$ cat config.mk
export PLATFORM = sky130hd
export DESIGN_NAME = sam_update
export DESIGN_NICKNAME = d
export VERILOG_FILES = /design/src/rtl/sam_pkg.sv /design/src/rtl/sam_update.sv
export SDC_FILE = /design/constraint.sdc
export NUM_CORES = 1
export LEC_CHECK = 0
export BUFFER_PORTS_ARGS = -buffer_cell sky130_fd_sc_hd__buf_2
export CAP_MARGIN = 10
export CORE_AREA = 2 2 113 115
export CTS_CLUSTER_DIAMETER = 40
export CTS_CLUSTER_SIZE = 40
export DETAILED_ROUTE_END_ITERATION = 16
export DIE_AREA = 0 0 115 117
export GPL_ROUTABILITY_DRIVEN = 0
export PLACE_DENSITY = 0.84
export SYNTH_ARGS = -nofsm -noshare
export SYNTH_HDL_FRONTEND = slang
export SYNTH_SLANG_ARGS = --single-unit
$ cat constraint.sdc
create_clock -name i_clk -period 2.55 [get_ports i_clk]
set_input_delay 0.255 -clock i_clk [delete_from_list [all_inputs] [get_ports i_clk]]
set_output_delay 0.255 -clock i_clk [all_outputs]
set_load 0.01 [all_outputs]
$ cat src/rtl/sam_pkg.sv
// ----------------------------------------------------------------------------
// sam_pkg
// Shared types, codes and constants of the signal activity monitor.
// ----------------------------------------------------------------------------
package sam_pkg;

    // Default sizes of the signal table
    localparam int SIGNALS_DEF     = 64;
    localparam int COUNT_WIDTH_DEF = 32;

    // Fixed field widths
    localparam int MODE_W    = 2;
    localparam int SIG_W     = 6;
    localparam int LEVEL_W   = 2;
    localparam int TRACK_W   = 7;
    localparam int CFG_IDX_W = 2;
    localparam int CFG_W     = 32;
    localparam int OUT_W     = 32;

    // Item kinds
    typedef enum logic [MODE_W-1:0] {
        MODE_INIT   = 2'd0,
        MODE_CHANGE = 2'd1,
        MODE_TICK   = 2'd2,
        MODE_REPORT = 2'd3
    } t_mode;

    // Level codes
    localparam logic [LEVEL_W-1:0] LVL_ZERO = 2'd0;
    localparam logic [LEVEL_W-1:0] LVL_ONE  = 2'd1;
    localparam logic [LEVEL_W-1:0] LVL_X    = 2'd2;
    localparam logic [LEVEL_W-1:0] LVL_Z    = 2'd3;

    // Configuration register indexes
    typedef enum logic [CFG_IDX_W-1:0] {
        CFG_TRACKED  = 2'd0,
        CFG_EXCLUDED = 2'd1,
        CFG_EXCL_EN  = 2'd2,
        CFG_CEILING  = 2'd3
    } t_cfg_reg;

    // Configuration reset values
    localparam logic [TRACK_W-1:0] TRACKED_RST = 7'd64;
    localparam logic [SIG_W-1:0]   EXCL_RST    = 6'd0;
    localparam logic               EXCL_EN_RST = 1'b1;
    localparam logic [OUT_W-1:0]   CEILING_RST = 32'd9999;

    // One table access issued toward the update stage
    typedef struct packed {
        logic                vld;
        t_mode               mode;
        logic [LEVEL_W-1:0]  level;
    } t_op;

    // Pipeline occupancy reported by the update stage
    typedef struct packed {
        logic s1_vld;
        logic scan_vld;
    } t_upd_stat;

endpackage

$ cat src/rtl/sam_update.sv
// ----------------------------------------------------------------------------
// sam_update
// Modify stage: applies one item kind to the entry read back from the table,
// writes the entry back and passes folded counts on to the search stage.
// ----------------------------------------------------------------------------
module sam_update #(
    parameter int  CW = sam_pkg::COUNT_WIDTH_DEF,
    parameter int  AW = 6,
    localparam int EW = 3 + 3 * CW
) (
    input  logic                  i_clk,
    input  logic                  i_rst_n,
    input  sam_pkg::t_op          i_op,
    input  logic [AW-1:0]         i_addr,
    input  logic [EW-1:0]         i_rdata,
    output logic                  o_we,
    output logic [AW-1:0]         o_waddr,
    output logic [EW-1:0]         o_wdata,
    output sam_pkg::t_upd_stat    o_stat,
    output logic [AW-1:0]         o_scan_addr,
    output logic [CW-1:0]         o_scan_toggle,
    output logic [CW-1:0]         o_scan_longest
);

    sam_pkg::t_op                  r_op;
    logic [AW-1:0]                 r_addr;
    logic                          r_scan_vld;
    logic [AW-1:0]                 r_scan_addr;
    logic [CW-1:0]                 r_scan_toggle;
    logic [CW-1:0]                 r_scan_longest;

    logic [sam_pkg::LEVEL_W-1:0]   w_lvl;
    logic                          w_low;
    logic [CW-1:0]                 w_tog;
    logic [CW-1:0]                 w_run;
    logic [CW-1:0]                 w_lng;
    logic [sam_pkg::LEVEL_W-1:0]   n_lvl;
    logic                          n_low;
    logic [CW-1:0]                 n_tog;
    logic [CW-1:0]                 n_run;
    logic [CW-1:0]                 n_lng;

    // Align the access with the read data
    always_ff @(posedge i_clk) begin
        if (!i_rst_n) begin
            r_op.vld <= 1'b0;
        end else begin
            r_op.vld <= i_op.vld;
        end
        r_op.mode  <= i_op.mode;
        r_op.level <= i_op.level;
        r_addr     <= i_addr;
    end

    // Split the entry into its fields
    assign w_lvl = i_rdata[EW-1 -: sam_pkg::LEVEL_W];
    assign w_low = i_rdata[3*CW];
    assign w_tog = i_rdata[3*CW-1 -: CW];
    assign w_run = i_rdata[2*CW-1 -: CW];
    assign w_lng = i_rdata[CW-1:0];

    // Apply the item to the entry
    always_comb begin
        n_lvl = w_lvl;
        n_low = w_low;
        n_tog = w_tog;
        n_run = w_run;
        n_lng = w_lng;
        case (r_op.mode)
            sam_pkg::MODE_INIT: begin
                n_lvl = r_op.level;
                if (r_op.level == sam_pkg::LVL_ZERO) begin
                    n_low = 1'b1;
                end
            end
            sam_pkg::MODE_CHANGE: begin
                if ((w_lvl != r_op.level) && (r_op.level != sam_pkg::LVL_X)) begin
                    n_tog = (w_tog == {CW{1'b1}}) ? w_tog : w_tog + CW'(1);
                    n_lvl = r_op.level;
                    if (r_op.level == sam_pkg::LVL_ZERO) begin
                        n_low = 1'b1;
                    end else if (r_op.level == sam_pkg::LVL_ONE) begin
                        n_low = 1'b0;
                    end
                end
            end
            sam_pkg::MODE_TICK: begin
                if (w_low) begin
                    n_run = (w_run == {CW{1'b1}}) ? w_run : w_run + CW'(1);
                end else begin
                    if (w_run > w_lng) begin
                        n_lng = w_run;
                    end
                    n_run = '0;
                end
            end
            sam_pkg::MODE_REPORT: begin
                // Fold a run that is still open at level 0
                if ((w_run > w_lng) && (w_lvl == sam_pkg::LVL_ZERO)) begin
                    n_lng = w_run;
                end
            end
            default: begin
                n_lvl = w_lvl;
            end
        endcase
    end

    assign o_we    = r_op.vld;
    assign o_waddr = r_addr;
    assign o_wdata = {n_lvl, n_low, n_tog, n_run, n_lng};

    // Hand report entries to the search stage
    always_ff @(posedge i_clk) begin
        if (!i_rst_n) begin
            r_scan_vld <= 1'b0;
        end else begin
            r_scan_vld <= r_op.vld && (r_op.mode == sam_pkg::MODE_REPORT);
        end
        r_scan_addr    <= r_addr;
        r_scan_toggle  <= n_tog;
        r_scan_longest <= n_lng;
    end

    assign o_stat.s1_vld   = r_op.vld;
    assign o_stat.scan_vld = r_scan_vld;
    assign o_scan_addr     = r_scan_addr;
    assign o_scan_toggle   = r_scan_toggle;
    assign o_scan_longest  = r_scan_longest;

endmodule

==> out/qor.yml <==
reg2reg_from: "r_op[1]$_DFF_P_"
hold_path.startpoint: "i_op[0]"
die_x_um: 115
start_util_pct: 37.2
failed_checks: "setup timing"
arrival_ns: 2.67
worstSkewPairLatency_ns: 0.34
clock.fmax_mhz: 341
synth_area_mm2: 0.00458
dp_hpwl_mm: 12.8
holdPathStages: 1
drive_above_1_share_pct: 59.3
ys_types: 54
finalWirelength_mm: 20.0
r2r_slack_ns: 0.10
slew_headroom_pct: 68.8
powerDensity_mw_per_mm2: 466
wire_per_inst_um: 19.1
drv_cap: 0
async_reset_ff_share_pct: 0
setup_ws_ns: -0.379
final_util_pct: 66.8
syn_area_per_cell_um2: 9.09
rr_worst_depth: 12
crit_required_ns: 2.30
yosysTopAreaCellShare_pct: 35.8
worstMarginPinSlew_ns: 0.464
syn-num-nets: 650
grt_pass1_wl_mm: 27.2
drc: 0
rows: 41
fin_skew_ns: 0.00672
status: "finished, violations left"
coreArea_mm2: 0.0123
tns_ns: -10.47
grt_overflow_total: 0
crit_path_max_fanout: 4
die_area_mm2: 0.0135
cts_buffers: 9
slew_viol_final: 0
drt-initial-drc-count: 537
timing.hold.ws_ns: 0.0164
hold_class: "primary input to register"
hold_viol_final: 0
leakagePower_nw: 3.91
worstSetupPathType: "primary input to output pin"
cts_tree: "built"
min_to: "r_op[0]$_DFF_P_"
via_per_inst: 5.40
period_needed_ns: 2.93
ant_nets: 0
synth_cells: 504
endpoint_kind: "output pin"
num_vias: 5659
irDropWorstVdd_uv: 359
numClockSinks: 82
dieHeight_um: 117
reg2reg_to: "o_scan_toggle[30]$_DFF_P_"
grt_max_degree: 34
port_buffers: 289
htreeDepth: 3
track_usage_pct: 26.3
grt_antenna_before_repair: 1
rsz0062_at_grt: "yes"
fin_nets: 1038
startpoint_type: "primary input"
synthFlopType: "dfxtp_1"
yosysSeqAreaShare_pct: 35.8
num_io_pins: 290
synth_edf_count: 0
cts-root-buf: "clkbuf_16"
setup_viol: 33
synth_area_leader_cell: "dfxtp_1"
ys_seq_elements: 82
cts.reportedPaths.clkPinSlew_ns: 0.07
clock_path_buffers: 2
synth_warnings: 0
grt_pass1_vias: 5480
drtPass1Iterations: 7
synth_area_leaders: "dfxtp_1 (36%), ha_1 (9.3%), mux2_2 (7.6%), xnor2_1 (5.7%), xor2_1 (4.8%)"
syn_to_final_growth_pct: 79.4
finalCritPeriodShare_pct: 115
[worst max-delay path: stages]
cell	delay (ns)
buf_8	0.08
inv_4	0.05
ha_4	0.28
and3_4	0.19
a221o_1	0.20
a21oi_2	0.08
a21o_1	0.19
a211o_1	0.33
a31oi_4	0.23
buf_12	0.17
clkbuf_16	0.15
mux2_4	0.33
buf_6	0.13
[state kept, by name, summed over array words and instances (netlist names)]
signal and flops:
o_scan_toggle 32, o_scan_longest 32, o_scan_addr 6, o_we 1, r_scan_vld 1, o_waddr 6
r_op 4
[cell type report]
class	instances	area [um2]
Antenna cell	1	2.50
Timing Repair Buffer	387	2570
Multi-Input combinational cell	373	3360
Clock buffer	9	225
Inverter	39	151
Clock inverter	7	76.3
Tap cell	150	188
Sequential cell	82	1650
Fill cell	862	4090
[cells in the final DEF (no fill, tap or decap), types with 7 or more instances in the layout]
cell,netlist,final
clkbuf_16,0,11
buf_4,6,83
nor2_1,51,44
ha_4,0,22
xor2_1,25,23
nand4_1,26,26
xnor2_1,30,27
nand2_1,30,29
mux2_4,0,30
dlygate4sd3_1,0,8
and3_1,12,11
inv_1,39,19
nand3_1,29,24
dfxtp_1,82,78
ha_1,34,12
buf_2,0,247
inv_2,0,18
o21ai_0,9,7
buf_6,0,41
a21oi_1,22,17
[per-stage QoR]
stage | power, mW | cell area, um2 | std cells | setup slack, ns
after floorplan | 1.78 | 4580 | 504 | 0.105
after global placement | 2.22 | 6640 | 992 | -0.284
after detailed placement | 2.23 | 6640 | 992 | -0.253
after CTS | 3.73 | 7810 | 1034 | -0.172
after global routing | 4.00 | 8220 | 1048 | -0.377
final | 3.83 | 8220 | 1048 | -0.379
[layer usage]
layer	track usage, %	wire length, um	share of wire (%)	vias up
li1	-	-	-	2557
met1	26.1	6600	33	2630
met2	48.5	10400	52	376
met3	7.88	1980	9.9	96
met4	15.3	1080	5.4	0
met5	0	0	0	-
[cells by family after synthesis]
kind of cell | Yosys count | share of synthesized area (%)
adder cells (fa/ha/maj) | 34 | 9.28
flip-flops | 82 | 35.8
buffers and inverters | 49 | 4.50
multiplexers | 33 | 8.05
AO/OA/AOI/OAI | 50 | 6.77
AND/OR/NAND/NOR | 201 | 25.1
XOR/XNOR | 55 | 10.5
[what timing repair did]
action / CTS / global route
hold buffers: 7 / 1
resized for setup: 124 / 65
setup endpoints to repair: 45 / 55
pin swaps: 25 / 31
setup buffers: 18 / 12
endpoints found under the hold margin: 7 / 1
gates cloned: 2 / 2
[cells in the mapped netlist (3+ instances only)]
master / number
dfxtp_1: 82
nor2_1: 51
inv_1: 39
ha_1: 34
mux2_2: 31
nand2_1: 30
xnor2_1: 30
nand3_1: 29
nand4_1: 26
xor2_1: 25
a21oi_1: 22
and3_1: 12
o21ai_0: 9
or3_1: 8
nor3_1: 7
buf_4: 6
a21o_1: 4
and2_1: 4
and4_1: 4
clkbuf_1: 4
nor4_1: 4
nor2b_1: 3
nor4_4: 3
[worst max path at each step]
stage | from | slack, ns | endpoint
5_1_grt | i_rdata[18] | -0.38 | o_wdata[7]
6_report | i_rdata[18] | -0.38 | o_wdata[7]
3_5_place_dp | i_rdata[30] | -0.25 | o_wdata[5]
3_3_place_gp | i_rdata[5] | -0.28 | o_wdata[23]
2_1_floorplan | i_rdata[18] | 0.11 | o_wdata[22]
4_1_cts | i_rdata[1] | -0.17 | o_wdata[30]
[power breakdown]
| part | internal, mW | switching, mW | leakage, nW | total [mW] |
|---|---|---|---|---|
| clock | 0.766 | 0.565 | 0.142 | 1.33 |
| combinational | 0.549 | 0.561 | 3.08 | 1.11 |
| sequential | 1.36 | 0.0279 | 0.692 | 1.39 |
No activity file was read; power rests on OpenSTA's default activity.
