--- config.mk ---
export PLATFORM = sky130hd
export DESIGN_NAME = sam_search
export DESIGN_NICKNAME = d
export VERILOG_FILES = /design/src/rtl/sam_pkg.sv /design/src/rtl/sam_search.sv
export SDC_FILE = /design/constraint.sdc
export NUM_CORES = 1
export LEC_CHECK = 0
export BUFFER_PORTS_ARGS = -buffer_cell sky130_fd_sc_hd__buf_2
export CORE_UTILIZATION = 30
export DETAILED_ROUTE_END_ITERATION = 8
export HOLD_SLACK_MARGIN = 0.06
export SETUP_SLACK_MARGIN = 0.05
export SLEW_MARGIN = 20
export SYNTH_ARGS = -nofsm -noshare
export SYNTH_HDL_FRONTEND = slang
export SYNTH_SLANG_ARGS = --single-unit
--- constraint.sdc ---
create_clock -name i_clk -period 3.16 [get_ports i_clk]
set_clock_uncertainty 0.15 [all_clocks]
set_input_delay 0.158 -clock i_clk [delete_from_list [all_inputs] [get_ports i_clk]]
set_output_delay 0.158 -clock i_clk [all_outputs]
set_load 0.02 [all_outputs]
--- src/rtl/sam_pkg.sv ---
// ----------------------------------------------------------------------------
// sam_pkg
// Shared types, codes and constants of the signal activity monitor.
// ----------------------------------------------------------------------------
package sam_pkg;

    // Default sizes of the signal table
    localparam int SIGNALS_DEF     = 64;
    localparam int COUNT_WIDTH_DEF = 32;

    // Fixed field widths
    localparam int MODE_W    = 2;
    localparam int SIG_W     = 6;
    localparam int LEVEL_W   = 2;
    localparam int TRACK_W   = 7;
    localparam int CFG_IDX_W = 2;
    localparam int CFG_W     = 32;
    localparam int OUT_W     = 32;

    // Item kinds
    typedef enum logic [MODE_W-1:0] {
        MODE_INIT   = 2'd0,
        MODE_CHANGE = 2'd1,
        MODE_TICK   = 2'd2,
        MODE_REPORT = 2'd3
    } t_mode;

    // Level codes
    localparam logic [LEVEL_W-1:0] LVL_ZERO = 2'd0;
    localparam logic [LEVEL_W-1:0] LVL_ONE  = 2'd1;
    localparam logic [LEVEL_W-1:0] LVL_X    = 2'd2;
    localparam logic [LEVEL_W-1:0] LVL_Z    = 2'd3;

    // Configuration register indexes
    typedef enum logic [CFG_IDX_W-1:0] {
        CFG_TRACKED  = 2'd0,
        CFG_EXCLUDED = 2'd1,
        CFG_EXCL_EN  = 2'd2,
        CFG_CEILING  = 2'd3
    } t_cfg_reg;

    // Configuration reset values
    localparam logic [TRACK_W-1:0] TRACKED_RST = 7'd64;
    localparam logic [SIG_W-1:0]   EXCL_RST    = 6'd0;
    localparam logic               EXCL_EN_RST = 1'b1;
    localparam logic [OUT_W-1:0]   CEILING_RST = 32'd9999;

    // One table access issued toward the update stage
    typedef struct packed {
        logic                vld;
        t_mode               mode;
        logic [LEVEL_W-1:0]  level;
    } t_op;

    // Pipeline occupancy reported by the update stage
    typedef struct packed {
        logic s1_vld;
        logic scan_vld;
    } t_upd_stat;

endpackage

--- src/rtl/sam_search.sv ---
// ----------------------------------------------------------------------------
// sam_search
// Running searches of a report: most toggles, longest idle, shortest idle.
// ----------------------------------------------------------------------------
module sam_search #(
    parameter int CW = sam_pkg::COUNT_WIDTH_DEF,
    parameter int AW = 6
) (
    input  logic                          i_clk,
    input  logic                          i_rst_n,
    input  logic                          i_init,
    input  logic                          i_vld,
    input  logic [AW-1:0]                 i_addr,
    input  logic [CW-1:0]                 i_toggle,
    input  logic [CW-1:0]                 i_longest,
    input  logic [sam_pkg::SIG_W-1:0]     i_excl_sig,
    input  logic                          i_excl_en,
    input  logic [sam_pkg::OUT_W-1:0]     i_ceiling,
    output logic [sam_pkg::SIG_W-1:0]     o_mc_sig,
    output logic [sam_pkg::OUT_W-1:0]     o_mc_cnt,
    output logic                          o_mc_found,
    output logic [sam_pkg::SIG_W-1:0]     o_li_sig,
    output logic [sam_pkg::OUT_W-1:0]     o_li_len,
    output logic                          o_li_found,
    output logic [sam_pkg::SIG_W-1:0]     o_si_sig,
    output logic [sam_pkg::OUT_W-1:0]     o_si_len,
    output logic                          o_si_found
);

    localparam int IW = (AW > sam_pkg::SIG_W) ? AW : sam_pkg::SIG_W;
    localparam int SW = (CW > sam_pkg::OUT_W) ? CW : sam_pkg::OUT_W;

    logic [IW-1:0] r_mc_sig;
    logic [CW-1:0] r_mc_cnt;
    logic          r_mc_found;
    logic [IW-1:0] r_li_sig;
    logic [CW-1:0] r_li_len;
    logic          r_li_found;
    logic [IW-1:0] r_si_sig;
    logic [SW-1:0] r_si_len;
    logic          r_si_found;
    logic [IW-1:0] w_addr;
    logic          w_excl;

    assign w_addr = IW'(i_addr);
    assign w_excl = i_excl_en && (w_addr == IW'(i_excl_sig));

    // Restart at each item, then keep the first best entry
    always_ff @(posedge i_clk) begin
        if (!i_rst_n || i_init) begin
            r_mc_sig   <= '0;
            r_mc_cnt   <= '0;
            r_mc_found <= 1'b0;
            r_li_sig   <= '0;
            r_li_len   <= '0;
            r_li_found <= 1'b0;
            r_si_sig   <= '0;
            r_si_len   <= SW'(i_ceiling);
            r_si_found <= 1'b0;
        end else if (i_vld) begin
            if (!w_excl && (i_toggle > r_mc_cnt)) begin
                r_mc_sig   <= w_addr;
                r_mc_cnt   <= i_toggle;
                r_mc_found <= 1'b1;
            end
            if (i_longest > r_li_len) begin
                r_li_sig   <= w_addr;
                r_li_len   <= i_longest;
                r_li_found <= 1'b1;
            end
            if (!w_excl && (SW'(i_longest) < r_si_len)) begin
                r_si_sig   <= w_addr;
                r_si_len   <= SW'(i_longest);
                r_si_found <= 1'b1;
            end
        end
    end

    // Clip counts to the result width
    generate
        if (CW > sam_pkg::OUT_W) begin : g_clip
            assign o_mc_cnt = (r_mc_cnt > CW'({sam_pkg::OUT_W{1'b1}})) ?
                              {sam_pkg::OUT_W{1'b1}} : r_mc_cnt[sam_pkg::OUT_W-1:0];
            assign o_li_len = (r_li_len > CW'({sam_pkg::OUT_W{1'b1}})) ?
                              {sam_pkg::OUT_W{1'b1}} : r_li_len[sam_pkg::OUT_W-1:0];
        end else begin : g_noclip
            assign o_mc_cnt = sam_pkg::OUT_W'(r_mc_cnt);
            assign o_li_len = sam_pkg::OUT_W'(r_li_len);
        end
    endgenerate

    assign o_mc_sig   = r_mc_sig[sam_pkg::SIG_W-1:0];
    assign o_mc_found = r_mc_found;
    assign o_li_sig   = r_li_sig[sam_pkg::SIG_W-1:0];
    assign o_li_found = r_li_found;
    assign o_si_sig   = r_si_sig[sam_pkg::SIG_W-1:0];
    assign o_si_len   = r_si_found ? r_si_len[sam_pkg::OUT_W-1:0] : '0;
    assign o_si_found = r_si_found;

endmodule

==> metrics.cfg <==
[logic_synthesis]
synth_ff_type = dfxtp_1
synth_area_mm2 = 0.00709
synth_cell_types = 43
async_flop_share = 0
synthCells = 820
synth_edf_count = 32
yosysSeqAreaShare = 0.375
synth_area_per_cell_um2 = 8.65
synth_fp_nets = 1028
yosys_register_bits = 117
synth_warnings = 0

[grt]
grt_pass1_vias = 7324
grt.total_usage = 0.196
grt_pass1_wl_um = 36600
antenna_found_initial = 1
grt_overflow = 0
grt_max_degree = 45

[worst_setup_path]
endpoint_kind = flip-flop
critical_path.top_delay_family = simple AND/OR/NAND/NOR gates
path_cells = dlygate4sd3_1, buf_2, ha_1, nand4_1, or4_1, nand2b_1, o311a_1, a41oi_4, buf_12, mux2i_1
cp_max_fo = 29
reg2regPathDepth = 9
rrSetupSlack_ns = 0.35
worst_ep_arrival_time_ns = 3.01
slowest_stage = or4_1
worst_path_largest_cell_delay_ns = 0.63
path_buf_inv = 3
critical_path_class = in -> reg
reg2reg_from = o_li_len[14]$_SDFFE_PN0P_
setup.worst_path.start_class = primary input
r2r_end = o_li_len[25]$_SDFFE_PN0P_
cp_data_required_time_ns = 3.35

[floorplan]
chipWidth_um = 156
die_area_mm2 = 0.0243
core_region_area_mm2 = 0.0229
io_pins = 230
die_y_um = 156
start_util = 0.310
num_rows = 55

[clock_tree]
cts.sinks = 117
cts_tree = built
clk_path_buf_depth = 2
cts-htree-levels = 4
cts.clk_slew.worst_paths_ns = 0.06
ctsResizeCount = 0
clk_latency_ns = 0.42
cts_root_buffer = clkbuf_16
cts_made_buffers = 17

[run]
maxCapViolCount = 0

[detailed_routing]
wl_um = 23300
via_per_inst = 4.70
dr.pass1.iters = 5
ant_nets = 0
drt_iter0_markers = 336
route.detailed.drc = 0
wl_per_cell_um = 15.5
vias = 7070

[cells_and_area]
syn_to_final_growth_pct = 49.5
mostFrequentLayoutCell = buf_2
fillers = 2225
final_cell_mix = buf_2, nand2_1, dlygate4sd3_1, inv_1, ha_1
drive_gt1_frac = 0.233
final_nets = 1384

[timing]
layout_min_cycle_time_ns = 2.82
relSlewSlack = 0.504
drv_slew = 0
timing.setup.tns_ns = 0
grt_setup_unrepaired = false
timing.final.crit_share = 0.891
setup_viol = 0
tightestPinTransition_ns = 0.743
whs_ns = 0.178
finalHoldViolations = 0
clock.fmax_mhz = 355

[outcome]
status = complete, no violations

[power]
p_sw_w = 0.00127
ir_drop_uv = 308
power_density_mw_per_mm2 = 438
p_clk_frac = 0.438
p_int_w = 0.00337
p_comb_frac = 0.204
pwr-share-seq = 0.359
p_sw_frac = 0.274
p_leak_nw = 5.02

[min_path]
hold_end = o_mc_sig[2]$_SDFFE_PN0P_
hold_path_depth = 4
hp-start = i_rst_n
min_path_type = in -> reg

[place]
io_buffers = 229
gp_congestion = 0.812
place_hpwl_um = 16700

metrics by stage:
stage | worst slack [ns] | std cells | total power (W) | utilization | area [µm²]
final | 0.344 | 1503 | 0.00465 | 0.463 | 10600
after global routing | 0.203 | 1503 | 0.00486 | 0.463 | 10600
after CTS | 0.363 | 1502 | 0.00470 | 0.462 | 10600
after detailed placement | 0.377 | 1337 | 0.00250 | 0.378 | 8660
after global placement | 0.459 | 1337 | 0.00248 | 0.378 | 8660
after floorplan | 0.171 | 820 | 0.00219 | - | 7090
layout make-up:
class	count	area [µm²]	area share
Clock inverter	10	156	0.0148
Inverter	99	372	0.0351
Multi-Input combinational cell	563	3930	0.370
Timing Repair Buffer	378	2650	0.250
Sequential cell	117	2660	0.251
Tap cell	313	392	0.0369
Clock buffer	22	444	0.0419
Antenna cell	1	2.50	0.000236
worst min-delay path, stage by stage:
cell and delay [ns]:
buf_2 0.12, nor2b_4 0.23, nand2_1 0.11, mux2i_1 0.06
worst max path at each step:
stage	startpoint	to	slack, ns	depth (start not counted)
2_1_floorplan	r_si_len[27]$_DFFE_PP_	r_si_len[0]$_DFFE_PP_	0.17	8
3_3_place_gp	o_li_len[14]$_SDFFE_PN0P_	o_li_sig[0]$_SDFFE_PN0P_	0.46	9
3_5_place_dp	o_li_len[14]$_SDFFE_PN0P_	o_li_len[25]$_SDFFE_PN0P_	0.38	9
4_1_cts	o_li_len[14]$_SDFFE_PN0P_	o_li_len[25]$_SDFFE_PN0P_	0.36	9
5_1_grt	o_li_len[14]$_SDFFE_PN0P_	o_li_len[1]$_SDFFE_PN0P_	0.20	9
6_report	i_longest[14]	o_li_len[25]$_SDFFE_PN0P_	0.34	10
sequential cells by signal, summed over array words and instances (netlist names):
signal / flops
r_si_len: 32
o_mc_cnt: 32
o_li_sig: 6
o_li_found: 1
o_mc_sig: 6
o_si_sig: 6
o_li_len: 32
o_si_found: 1
o_mc_found: 1
routing by layer:
layer,wire length [µm],track usage,vias up
met5,0,0,-
met4,256,0.0537,0
met3,1560,0.0536,17
met2,11100,0.348,205
met1,10300,0.229,3255
li1,-,-,3593
power groups by stage:
stage | sequential [W] | combinational, W | clock [W]
2_1_floorplan | 0.00174 | 0.000452 | 0
3_3_place_gp | 0.00169 | 0.000789 | 0
3_5_place_dp | 0.00170 | 0.000799 | 0
4_1_cts | 0.00167 | 0.000948 | 0.00208
5_1_grt | 0.00167 | 0.00106 | 0.00213
6_report | 0.00167 | 0.000946 | 0.00203
Yosys cell counts (2+ instances only):
cell       number  area [µm²]
a221o_1         2        20.0
buf_1           4        15.0
nor2_1         41         154
a221oi_1        3        26.3
or3_1           2        12.5
a211oi_1        3        22.5
nand4_1        19         119
or4_1           2        15.0
mux2i_1        51         510
nor2b_1         3        18.8
nand2b_1        3        18.8
ha_1           95        1190
clkbuf_1       33         124
o2111ai_1       3        26.3
a211o_1         2        17.5
o41ai_1        31         272
nand2_1       179         672
o211ai_1       32         240
o21ai_1         2        10.0
o21ai_0        15        75.1
a21o_1          3        22.5
buf_4           2        15.0
nand3_1         9        45.0
a21oi_1        40         200
inv_1          99         372
nor3_1          4        20.0
nor4_1          2        12.5
dfxtp_1        85        1700
edfxtp_1       32         961
xnor2_1         6        52.6
logic make-up (layout without fill, tap and decap cells):
group,Yosys count,after routing,share of synthesized area
AO/OA/AOI/OAI,144,144,0.144
XOR/XNOR,6,6,0.00741
adder cells (fa/ha/maj),95,95,0.168
buffers and inverters,140,509,0.0778
flip-flops,117,117,0.375
multiplexers,51,51,0.0720
other,0,1,0
AND/OR/NAND/NOR,267,267,0.156
what timing repair did:
item                                   CTS  global route
setup buffers                            0             0
endpoints found under the hold margin  114             0
hold buffers                           133             0
Power figures use the tool's default switching activity.
